**config.mk**
```make
export PLATFORM = sky130hd
export DESIGN_NAME = http_chunked_body_decoder_top
export DESIGN_NICKNAME = d
export VERILOG_FILES = /design/src/rtl/core/chbd_pkg.sv /design/src/rtl/core/http_chunked_body_decoder_top.sv /design/src/rtl/core/chbd_cfg.sv /design/src/rtl/core/chbd_step.sv
export SDC_FILE = /design/constraint.sdc
export NUM_CORES = 1
export LEC_CHECK = 0
export BUFFER_PORTS_ARGS = -buffer_cell sky130_fd_sc_hd__buf_4
export CAP_MARGIN = 20
export CORE_MARGIN = 8
export CORE_UTILIZATION = 55
export CTS_BUF_LIST = sky130_fd_sc_hd__clkbuf_8
export DETAILED_ROUTE_END_ITERATION = 8
export PLACE_DENSITY = 0.82
export SLEW_MARGIN = 20
export SYNTH_ARGS = -nofsm -noshare
export SYNTH_HDL_FRONTEND = slang
export SYNTH_SLANG_ARGS = --single-unit
```
**constraint.sdc**
```tcl
create_clock -name clk_i -period 4.6 [get_ports clk_i]
set_clock_uncertainty 0.1 [all_clocks]
set_input_delay 0.92 -clock clk_i [delete_from_list [all_inputs] [get_ports clk_i]]
set_output_delay 0.92 -clock clk_i [all_outputs]
set_load 0.01 [all_outputs]
```
**src/rtl/core/chbd_pkg.sv**
```systemverilog
package chbd_pkg;

  // Decoder phase within one chunked body.
  typedef enum logic [1:0] {
    PH_SIZE = 2'd0,
    PH_DATA = 2'd1,
    PH_SKIP = 2'd2,
    PH_DONE = 2'd3
  } phase_e;

  // What a result item carries.
  typedef enum logic [1:0] {
    KIND_DATA      = 2'd0,
    KIND_COMPLETE  = 2'd1,
    KIND_TOO_LARGE = 2'd2,
    KIND_OVERFLOW  = 2'd3
  } kind_e;

  // Narrow decoder control state.
  typedef struct packed {
    phase_e     phase;
    logic       digits_stopped;
    logic       cr_seen;
    logic [1:0] skip_count;
  } ctrl_t;

  // Configuration register indexes.
  typedef enum logic {
    REG_MAX_BODY_SIZE = 1'b0,
    REG_NONE          = 1'b1
  } reg_e;

  localparam logic [7:0]  ChrCr           = 8'h0D;
  localparam logic [7:0]  ChrLf           = 8'h0A;
  localparam logic [1:0]  TrailerLen      = 2'd2;
  localparam logic [31:0] MaxBodySizeRst  = 32'd1048576;

  typedef struct packed {
    logic       valid;
    logic [3:0] value;
  } hex_t;

  // Converts an ASCII byte to a hex digit value.
  function automatic hex_t hex_value(input logic [7:0] b);
    hex_t h;
    h.valid = 1'b1;
    h.value = 4'd0;
    if (b >= 8'h30 && b <= 8'h39) begin
      h.value = 4'(b - 8'h30);
    end else if (b >= 8'h61 && b <= 8'h66) begin
      h.value = 4'(b - 8'h61 + 8'd10);
    end else if (b >= 8'h41 && b <= 8'h46) begin
      h.value = 4'(b - 8'h41 + 8'd10);
    end else begin
      h.valid = 1'b0;
    end
    return h;
  endfunction

endpackage

```
**src/rtl/core/http_chunked_body_decoder_top.sv**
```systemverilog
// Chunked HTTP body decoder. Raw body bytes enter on the slave stream, one
// byte per request, with tuser set on the first byte of each new body; the
// master stream carries decoded body bytes and status items (complete, body
// too large, size overflow) whose kind travels in tuser. The block takes one
// byte per clock cycle when the output side keeps up: each byte is held in
// an input register and decoded by the next-state logic into a result
// register, from which the result is presented on the master stream.
// Bytes such as size lines and chunk trailers produce no result. The body
// limit is set through the APB register at byte address 0 and should only
// be changed while the stream is idle.
module http_chunked_body_decoder_top #(
  parameter int SIZE_BITS = 32
) (
  input  logic        clk_i,
  input  logic        rst_ni,
  // Input stream
  input  logic        s_axis_tvalid,
  output logic        s_axis_tready,
  input  logic [7:0]  s_axis_tdata,  // [7:0] data_byte
  input  logic        s_axis_tuser,  // [0] msg_start
  // Output stream
  output logic        m_axis_tvalid,
  input  logic        m_axis_tready,
  output logic [7:0]  m_axis_tdata,  // [7:0] out_byte
  output logic [1:0]  m_axis_tuser,  // [1:0] kind
  // Configuration
  input  logic        psel,
  input  logic        penable,
  input  logic        pwrite,
  input  logic [2:0]  paddr,
  input  logic [31:0] pwdata,
  output logic [31:0] prdata,
  output logic        pready
);
  import chbd_pkg::*;

  logic                 in_valid_q;
  logic [7:0]           in_byte_q;
  logic                 in_start_q;
  logic                 advance;

  ctrl_t                ctrl_q, ctrl_d;
  logic [SIZE_BITS-1:0] acc_q, acc_d;
  logic [SIZE_BITS-1:0] rem_q, rem_d;
  logic [31:0]          count_q, count_d;

  logic                 emit;
  logic [7:0]           res_byte;
  kind_e                res_kind;
  logic                 out_valid_q;
  logic [7:0]           out_byte_q;
  kind_e                out_kind_q;
  logic [31:0]          max_body_size;

  chbd_cfg u_cfg (
    .clk_i,
    .rst_ni,
    .psel,
    .penable,
    .pwrite,
    .paddr,
    .pwdata,
    .prdata,
    .pready,
    .max_body_size_o (max_body_size)
  );

  // The held byte is decoded whenever the result register is free or drains.
  assign advance       = in_valid_q && (!out_valid_q || m_axis_tready);
  assign s_axis_tready = !in_valid_q || advance;

  // Input register.
  always_ff @(posedge clk_i or negedge rst_ni) begin
    if (!rst_ni) begin
      in_valid_q <= 1'b0;
    end else if (s_axis_tready) begin
      in_valid_q <= s_axis_tvalid;
    end
  end

  always_ff @(posedge clk_i) begin
    if (s_axis_tvalid && s_axis_tready) begin
      in_byte_q  <= s_axis_tdata;
      in_start_q <= s_axis_tuser;
    end
  end

  chbd_step #(
    .SizeBits (SIZE_BITS)
  ) u_step (
    .data_byte_i     (in_byte_q),
    .msg_start_i     (in_start_q),
    .ctrl_i          (ctrl_q),
    .acc_i           (acc_q),
    .rem_i           (rem_q),
    .count_i         (count_q),
    .max_body_size_i (max_body_size),
    .ctrl_o          (ctrl_d),
    .acc_o           (acc_d),
    .rem_o           (rem_d),
    .count_o         (count_d),
    .emit_o          (emit),
    .out_byte_o      (res_byte),
    .kind_o          (res_kind)
  );

  // Decoder state.
  always_ff @(posedge clk_i or negedge rst_ni) begin
    if (!rst_ni) begin
      ctrl_q  <= '{phase: PH_SIZE, digits_stopped: 1'b0, cr_seen: 1'b0, skip_count: 2'd0};
      acc_q   <= '0;
      rem_q   <= '0;
      count_q <= '0;
    end else if (advance) begin
      ctrl_q  <= ctrl_d;
      acc_q   <= acc_d;
      rem_q   <= rem_d;
      count_q <= count_d;
    end
  end

  // Result register.
  always_ff @(posedge clk_i or negedge rst_ni) begin
    if (!rst_ni) begin
      out_valid_q <= 1'b0;
    end else if (advance) begin
      out_valid_q <= emit;
    end else if (m_axis_tready) begin
      out_valid_q <= 1'b0;
    end
  end

  always_ff @(posedge clk_i) begin
    if (advance && emit) begin
      out_byte_q <= res_byte;
      out_kind_q <= res_kind;
    end
  end

  assign m_axis_tvalid = out_valid_q;
  assign m_axis_tdata  = out_byte_q;
  assign m_axis_tuser  = out_kind_q;

endmodule

```
**src/rtl/core/chbd_cfg.sv**
```systemverilog
module chbd_cfg (
  input  logic        clk_i,
  input  logic        rst_ni,
  input  logic        psel,
  input  logic        penable,
  input  logic        pwrite,
  input  logic [2:0]  paddr,
  input  logic [31:0] pwdata,
  output logic [31:0] prdata,
  output logic        pready,
  output logic [31:0] max_body_size_o
);
  import chbd_pkg::*;

  logic [31:0] max_body_size_q;
  logic [31:0] max_body_size_d;
  reg_e        reg_sel;

  assign reg_sel = reg_e'(paddr[2]);
  assign pready  = 1'b1;

  // Register write on the access cycle.
  always_comb begin
    max_body_size_d = max_body_size_q;
    if (psel && penable && pwrite && reg_sel == REG_MAX_BODY_SIZE) begin
      max_body_size_d = pwdata;
    end
  end

  always_ff @(posedge clk_i or negedge rst_ni) begin
    if (!rst_ni) begin
      max_body_size_q <= MaxBodySizeRst;
    end else begin
      max_body_size_q <= max_body_size_d;
    end
  end

  // Read back.
  always_comb begin
    unique case (reg_sel)
      REG_MAX_BODY_SIZE: prdata = max_body_size_q;
      default:           prdata = 32'd0;
    endcase
  end

  assign max_body_size_o = max_body_size_q;

endmodule

```
**src/rtl/core/chbd_step.sv**
```systemverilog
module chbd_step #(
  parameter int SizeBits = 32
) (
  input  logic [7:0]          data_byte_i,
  input  logic                msg_start_i,
  input  chbd_pkg::ctrl_t     ctrl_i,
  input  logic [SizeBits-1:0] acc_i,
  input  logic [SizeBits-1:0] rem_i,
  input  logic [31:0]         count_i,
  input  logic [31:0]         max_body_size_i,
  output chbd_pkg::ctrl_t     ctrl_o,
  output logic [SizeBits-1:0] acc_o,
  output logic [SizeBits-1:0] rem_o,
  output logic [31:0]         count_o,
  output logic                emit_o,
  output logic [7:0]          out_byte_o,
  output chbd_pkg::kind_e     kind_o
);
  import chbd_pkg::*;

  ctrl_t               ctrl_s;
  logic [SizeBits-1:0] acc_s;
  logic [SizeBits-1:0] rem_s;
  logic [31:0]         count_s;
  hex_t                hex;

  assign hex = hex_value(data_byte_i);

  // A start mark clears the decoder before the byte is handled.
  always_comb begin
    if (msg_start_i) begin
      ctrl_s  = '{phase: PH_SIZE, digits_stopped: 1'b0, cr_seen: 1'b0, skip_count: 2'd0};
      acc_s   = '0;
      rem_s   = '0;
      count_s = '0;
    end else begin
      ctrl_s  = ctrl_i;
      acc_s   = acc_i;
      rem_s   = rem_i;
      count_s = count_i;
    end
  end

  // One byte of the decoder.
  always_comb begin
    ctrl_o     = ctrl_s;
    acc_o      = acc_s;
    rem_o      = rem_s;
    count_o    = count_s;
    emit_o     = 1'b0;
    out_byte_o = 8'd0;
    kind_o     = KIND_DATA;
    unique case (ctrl_s.phase)
      PH_SIZE: begin
        if (ctrl_s.cr_seen && data_byte_i == ChrLf) begin
          if (acc_s == '0) begin
            ctrl_o.phase = PH_DONE;
            emit_o       = 1'b1;
            kind_o       = KIND_COMPLETE;
          end else begin
            rem_o        = acc_s;
            ctrl_o.phase = PH_DATA;
          end
        end else begin
          ctrl_o.cr_seen = (data_byte_i == ChrCr);
          if (!hex.valid) begin
            ctrl_o.digits_stopped = 1'b1;
          end else if (!ctrl_s.digits_stopped) begin
            if (acc_s[SizeBits-1 -: 4] != 4'd0) begin
              ctrl_o.phase = PH_DONE;
              emit_o       = 1'b1;
              kind_o       = KIND_OVERFLOW;
            end else begin
              acc_o = {acc_s[SizeBits-5:0], hex.value};
            end
          end
        end
      end
      PH_DATA: begin
        if (count_s >= max_body_size_i) begin
          ctrl_o.phase = PH_DONE;
          emit_o       = 1'b1;
          kind_o       = KIND_TOO_LARGE;
        end else begin
          count_o    = count_s + 32'd1;
          rem_o      = rem_s - SizeBits'(1);
          emit_o     = 1'b1;
          out_byte_o = data_byte_i;
          if (rem_s == SizeBits'(1)) begin
            ctrl_o.phase      = PH_SKIP;
            ctrl_o.skip_count = TrailerLen;
          end
        end
      end
      PH_SKIP: begin
        // Trailer bytes are dropped unchecked.
        if (ctrl_s.skip_count <= 2'd1) begin
          ctrl_o.skip_count     = 2'd0;
          ctrl_o.phase          = PH_SIZE;
          ctrl_o.digits_stopped = 1'b0;
          ctrl_o.cr_seen        = 1'b0;
          acc_o                 = '0;
        end else begin
          ctrl_o.skip_count = ctrl_s.skip_count - 2'd1;
        end
      end
      default: begin
      end
    endcase
  end

endmodule
```
# Word level (Yosys, flattened, before mapping)
# Index checks and enable logic that the tools add are counted.
totals:
  reg_bits: 155
  output_inout_bits: 45
  word_cells: 110
op_classes:
  addsub: 8
  n_lt_le_gt_ge: 8
  n_eq_ne: 5
  muxes: 54
  n_bitwise: 2
  reduce_logical: 19
op_table:
  columns: ["operator", "count"]
  rows:
  - ["$mux W32", 14]
  - ["$pmux W32 S2", 2]
  - ["$add A32 B1 Y32 const B", 1]
  - ["$eq A32 B1 Y1 const B", 1]
  - ["$ge A32 B32 Y1", 1]
  - ["$logic_not A32 Y1", 1]
  - ["$mux W2", 16]
  - ["$sub A32 B1 Y32 const B", 1]
  - ["$eq A8 B4 Y1 const B", 2]
  - ["$ge A8 B7 Y1 const B", 2]
  - ["$le A8 B7 Y1 const B", 2]
  - ["$mux W4", 4]
  - ["$mux W1", 12]
  - ["$pmux W2 S2", 3]
  - ["$sub A4 B1 Y4 const B", 3]
  - ["$logic_and A1 B1 Y1", 10]
  - ["$add A4 B4 Y4 const B", 2]
  - ["$ge A8 B6 Y1 const B", 1]
  - ["$le A8 B6 Y1 const B", 1]
  - ["$mux W6", 1]
  - ["$pmux W2 S3", 1]
  - ["$reduce_bool A4 Y1", 1]
  - ["$eq A2 B1 Y1 const B", 1]
  - ["$eq A2 B2 Y1 const B", 1]
  - ["9 further kinds", 12]

# Depth between registers and ports, before layout
depth:
  depth_word: 10
  ltp_mapped: 17
  mapped_depth_nobuf: 11

# By module
# Synthesis repeated with hierarchy kept, for this count alone.
unflattened:
  hier_cells: 1075
  hier_area_um2: 11093.1
by_module_without_submodules:
  columns: ["mod", "n_inst", "cells_each", "area_per_inst_um2"]
  rows:
  - ["http_chunked_body_decoder_top", 1, 245, 4825.9]
  - ["chbd_step", 1, 725, 4712.0]
  - ["chbd_cfg", 1, 105, 1555.2]

# Worst setup path after synthesis
# No wires, ideal clock.
synth_path:
  path_kind: "register to register"
  from: "register in_start_q"
  to: "register rem_q[28]"
  setup_ps: 120
  t_arrival_ps: 4081
  required_ps: 4380
  path_slack_ps: 299
  stages_incl_launch_ff: 17
  path_cell_list: "edfxtp_1 -> clkbuf_1 -> buf_1 -> clkbuf_1 -> buf_1 -> clkbuf_1 -> nor2b_1 -> ha_1 -> and3_1 -> a221o_1 -> a221oi_1 -> nor3b_2 -> and3_1 -> buf_2 -> nand2_1 -> or4_1 -> a31o_2"
synth_via:
  elab_chain_cells: 5
  elab_cells_between_ends: 14
  classes_between: "1 x add/sub; 1 x order compare; 1 x eq/ne; 8 x mux; 3 x reduce/logical"
synth_lines:
  columns: ["item", "line", "rtl"]
  rows:
  - ["start, declared", "http_chunked_body_decoder_top.sv:39", "logic in_start_q;"]
  - ["start signal, assigned", "http_chunked_body_decoder_top.sv:84", "in_start_q <= s_axis_tuser;"]
  - ["parallel branches: the longest is 4 deep, another holds $sub A32 B1 Y32", null, null]
  - ["$pmux W32 S2 (*)", "chbd_step.sv:53", "unique case (ctrl_s.phase)"]
  - ["end signal, assigned", "http_chunked_body_decoder_top.sv:117", "rem_q <= rem_d;"]
  - ["end, declared", "http_chunked_body_decoder_top.sv:44", "logic [SIZE_BITS-1:0] rem_q, rem_d;"]
# Mark *: on every way between the ends.
# A chain may end at the register's enable or synchronous reset.

# Worst setup path after layout
layout_path:
  from: "register in_start_q"
  to: "register count_q[1]"
layout_via:
  elab_chain_cells: 4
  elab_cells_between_ends: 7
  classes_between: "1 x add/sub; 1 x order compare; 1 x eq/ne; 4 x mux"
layout_lines:
  columns: ["item", "line", "rtl"]
  rows:
  - ["$mux W32", "chbd_step.sv:31", "if (msg_start_i) begin"]
  - ["$add A32 B1 Y32 / $ge A32 B32 Y1 (equally long branches)", "chbd_step.sv:85, chbd_step.sv:80", null]
  - ["$mux W32", "chbd_step.sv:80", "if (count_s >= max_body_size_i) begin"]
  - ["$mux W32 (*)", "chbd_step.sv:53", null]
  - ["end signal, assigned", "http_chunked_body_decoder_top.sv:118", "count_q <= count_d;"]
  - ["end, declared", "http_chunked_body_decoder_top.sv:45", "logic [31:0] count_q, count_d;"]
# Mark *: on every way between the ends. The rest lies on a longest branch, timed or not.

==> metrics.md <==
| Metric | Value |
|---|---|
| CP Class | `reg2reg` |
| Slew Viols, Final | `0` |
| Util after Layout | `0.654` |
| Fin nets | `1135` |
| Critical path arrival | `4.29 ns` |
| Setup_tns | `0 ns` |
| Clock sink count | `155` |
| IO Pins | `96` |
| Fin crit period | `4.03 ns` |
| Worst path cell trace | `buf_4 > nor2b_1 > ha_1 > and3_1 > a221o_1 > a221oi_1 > nor3b_2 > nand3_2 > nor2_1 > o21ai_0 > a22o_1` |
| PortBufs | `92` |
| First-pass GRT wire length | `39000 µm` |
| CP bufs+invs | `1` |
| Grt ovf | `0` |
| GR Util All Layers | `0.236` |
| Diodes inserted | `0` |
| Initial Util | `0.565` |
| Clk pwr share | `0.267` |
| Period utilization | `0.876` |
| Setup WS post-layout | `0.572 ns` |
| Net Count, Synth | `1050` |
| Worst-path maximum fanout | `32` |
| Seq/Total Area, Yosys | `0.441` |
| Largest net degree at the start of global routing | `98` |
| Cell family with most CP delay | `simple AND/OR/NAND/NOR gates` |
| Startpoint Class | `flop` |
| Final Power | `4630 µW` |
| Router iterations before antenna repair | `5` |
| Finished Layout Cells | `1271` |
| Area grow syn2layout | `15.7%` |
| Post-cts gate resize count | `0` |
| VDD IR-drop max | `0.266 mV` |
| Mapped Avg Cell Area | `9.41 µm²` |
| Number of global-route vias before repair | `7908` |
| Slew @ Worst Pin | `0.931 ns` |
| CP peak stage delay | `0.67 ns` |
| Seq cells post-synth | `155` |
| Row count | `46` |
| Detailed placement HPWL | `16600 µm` |
| DP Cell Count | `1239` |
| Initial antenna violation count | `0` |
| Total wire length | `23500 µm` |
| Power Density | `444 mW/mm²` |
| CP max-delay cell | `nor2_1` |
| Post-synth ARST share | `0.877` |
| Static Leak | `0.00474 µW` |
| Most common cell after layout, fill and taps aside | `dfrtp_1` |
| Longest Clk Path Bufs | `2` |
| Comb pwr share | `0.319` |
| WL/cell | `18.5 µm` |
| Status | `completed` |
| Core ar. | `0.0159 mm²` |
| H-tree depth | `4` |
| Detailed Route Iter0 Violations | `774` |
| Synth top area share | `0.375` |
| Netlist cell types | `72` |
| Cell-internal power | `2950 µW` |
| Hold crit path type | `reg2reg` |
| CTS tree | `yes` |
| RePlAce Congestion | `0.935` |
| Die span in x | `144 µm` |
| Hold_buf cts | `0` |
| Switch share | `0.362` |
| EDFF count, synth | `19` |
| Max-capacitance violation count | `0` |
| Hold Vio Cnt, Final | `0` |
| RSZ-0062 raised after global routing | `no` |
| DRC | `0` |
| Share of cells above drive strength 1 | `0.177` |
| Worst Setup End Kind | `flop` |
| Post-synth top flop | `dfrtp_1` |
| NetSw | `1680 µW` |
| Worst slew margin | `0.375` |
| Post-DR vias/cell | `6.25` |
| Peak Freq | `248 MHz` |
| Post-Syn Instances | `957` |
| Die Span Y | `144 µm` |
| Commonest non-fill, non-tap cells in the layout | `135 x dfrtp_1, 113 x buf_4, 92 x nand2_1, 72 x nor2_1, 53 x a21oi_1` |
| Synthesized cell area | `0.00901 mm²` |
| Final setup fails | `0` |
| Root Driver | `clkbuf_8` |
| Die ar. | `0.0207 mm²` |
| Antenna Nets Post-Route | `0` |
| Seq pwr share | `0.415` |
| Area contributors post-synth | `dfrtp_1 38%, edfxtp_1 6.3%, ha_1 5.8%, mux2_2 4.1%, nand2_1 3.8%` |
| Vias | `7941` |
| Dpl ws | `0.646 ns` |
| Num CTS Buffers | `17` |
| Post-CTS Setup Inserts | `0` |
| Clock latency at the later pin of the worst-skew pair | `0.47 ns` |
| Yosys top cell by area | `dfrtp_1` |
| Crit path required time | `4.87 ns` |
| Worst-path clk slew | `0.09 ns` |
| Yosys warning total | `0` |
## cell usage after synthesis (4+ instances only)
| cell | count |
|---|---|
| nor2b_1 | 34 |
| o211ai_1 | 10 |
| o2111ai_1 | 4 |
| or4_1 | 6 |
| nand2_1 | 92 |
| mux2_2 | 33 |
| a221oi_1 | 4 |
| o21a_1 | 7 |
| inv_1 | 50 |
| or3_1 | 5 |
| a21o_1 | 4 |
| nand2b_1 | 5 |
| o21ai_0 | 41 |
| o311ai_0 | 12 |
| dfrtp_1 | 135 |
| and2_1 | 8 |
| mux2i_1 | 6 |
| a22oi_1 | 10 |
| and4_1 | 4 |
| ha_1 | 42 |
| xnor2_1 | 15 |
| nor3_1 | 28 |
| xor2_1 | 15 |
| o22ai_1 | 5 |
| a21oi_1 | 53 |
| buf_1 | 4 |
| nand3_1 | 38 |
| clkbuf_1 | 37 |
| nand4_1 | 21 |
| nor4_1 | 20 |
| a31oi_1 | 6 |
| a22o_1 | 30 |
| a221o_1 | 7 |
| and3_1 | 22 |
| edfxtp_1 | 19 |
| nor2_1 | 72 |
## flip-flops by register name (all words and copies together) (netlist names)
name                   count
m_axis_tdata               8
in_valid_q                 1
acc_q                     32
in_byte_q                  8
count_q                   32
m_axis_tvalid              1
in_start_q                 1
m_axis_tuser               2
rem_q                     32
u_cfg.max_body_size_o     32
ctrl_q                     6
## power by group through the flow
| stage | Combinational [µW] | Sequential [µW] | Clock (µW) |
|---|---|---|---|
| floorplan | 1010 | 1860 | 0 |
| global placement | 1410 | 1920 | 0 |
| detailed placement | 1450 | 1930 | 0 |
| CTS | 1460 | 1910 | 1240 |
| global route | 1630 | 1950 | 1300 |
| finish | 1470 | 1920 | 1230 |
## stage by stage
step | instance area [µm²] | hold slack (ns)
2_1_floorplan | 9010 | 0.340
3_3_place_gp | 9940 | 0.365
3_5_place_dp | 9940 | 0.377
4_1_cts | 10400 | 0.395
5_1_grt | 10400 | 0.421
6_report | 10400 | 0.393
## cells by family (layout without fill, tap and decap cells)
kind of cell	count (synthesis)	after routing	synth area share
other	1	1	0.000416
multiplexers	39	39	0.0479
adder cells (fa/ha/maj)	42	42	0.0583
XOR/XNOR	30	30	0.0292
buffers and inverters	98	196	0.0426
AND/OR/NAND/NOR	371	371	0.210
flip-flops	155	155	0.441
AO/OA/AOI/OAI	221	221	0.170
## layer usage
layer,wire (µm),vias to the layer above,track usage,share of wire
li1,-,3679,-,-
met1,9960,3810,0.305,0.42
met2,11000,402,0.372,0.47
met3,2130,50,0.0574,0.090
met4,499,0,0.0963,0.021
met5,0,-,0,0
## area by class of cell
| cell class | count | area, µm² |
|---|---|---|
| fill | 1241 | 5520 |
| multi-input combinational | 704 | 4650 |
| sequential | 155 | 3980 |
| timing repair buffer | 114 | 860 |
| tap | 216 | 270 |
| clock buffer | 18 | 248 |
| clock inverter | 14 | 226 |
| inverter | 50 | 188 |
## worst register-to-register path: stages (launching register included)
cell and delay [ns]:
edfxtp_1 0.50, buf_4 0.37, nor2b_1 0.11, ha_1 0.30, and3_1 0.18, a221o_1 0.30, a221oi_1 0.25, nor3b_2 0.33
nand3_2 0.38, nor2_1 0.67, o21ai_0 0.18, a22o_1 0.26
## path summary, 6_finish.rpt
path / start / endpoint / slack [ns] / depth (start not counted)
max: in_start_q / count_q[1] / 0.57 / 11
max in group asynchronous: rst_ni / u_cfg.max_body_size_o[8] / 3.14 / 2
max reg2reg: in_start_q / count_q[1] / 0.57 / 11
min: ctrl_q[0] / ctrl_q[0] / 0.39 / 1
min reg2reg: ctrl_q[0] / ctrl_q[0] / 0.39 / 1
min in group asynchronous: rst_ni / count_q[26] / 0.42 / 1
Note: power is estimated with default switching activity, not from simulation.
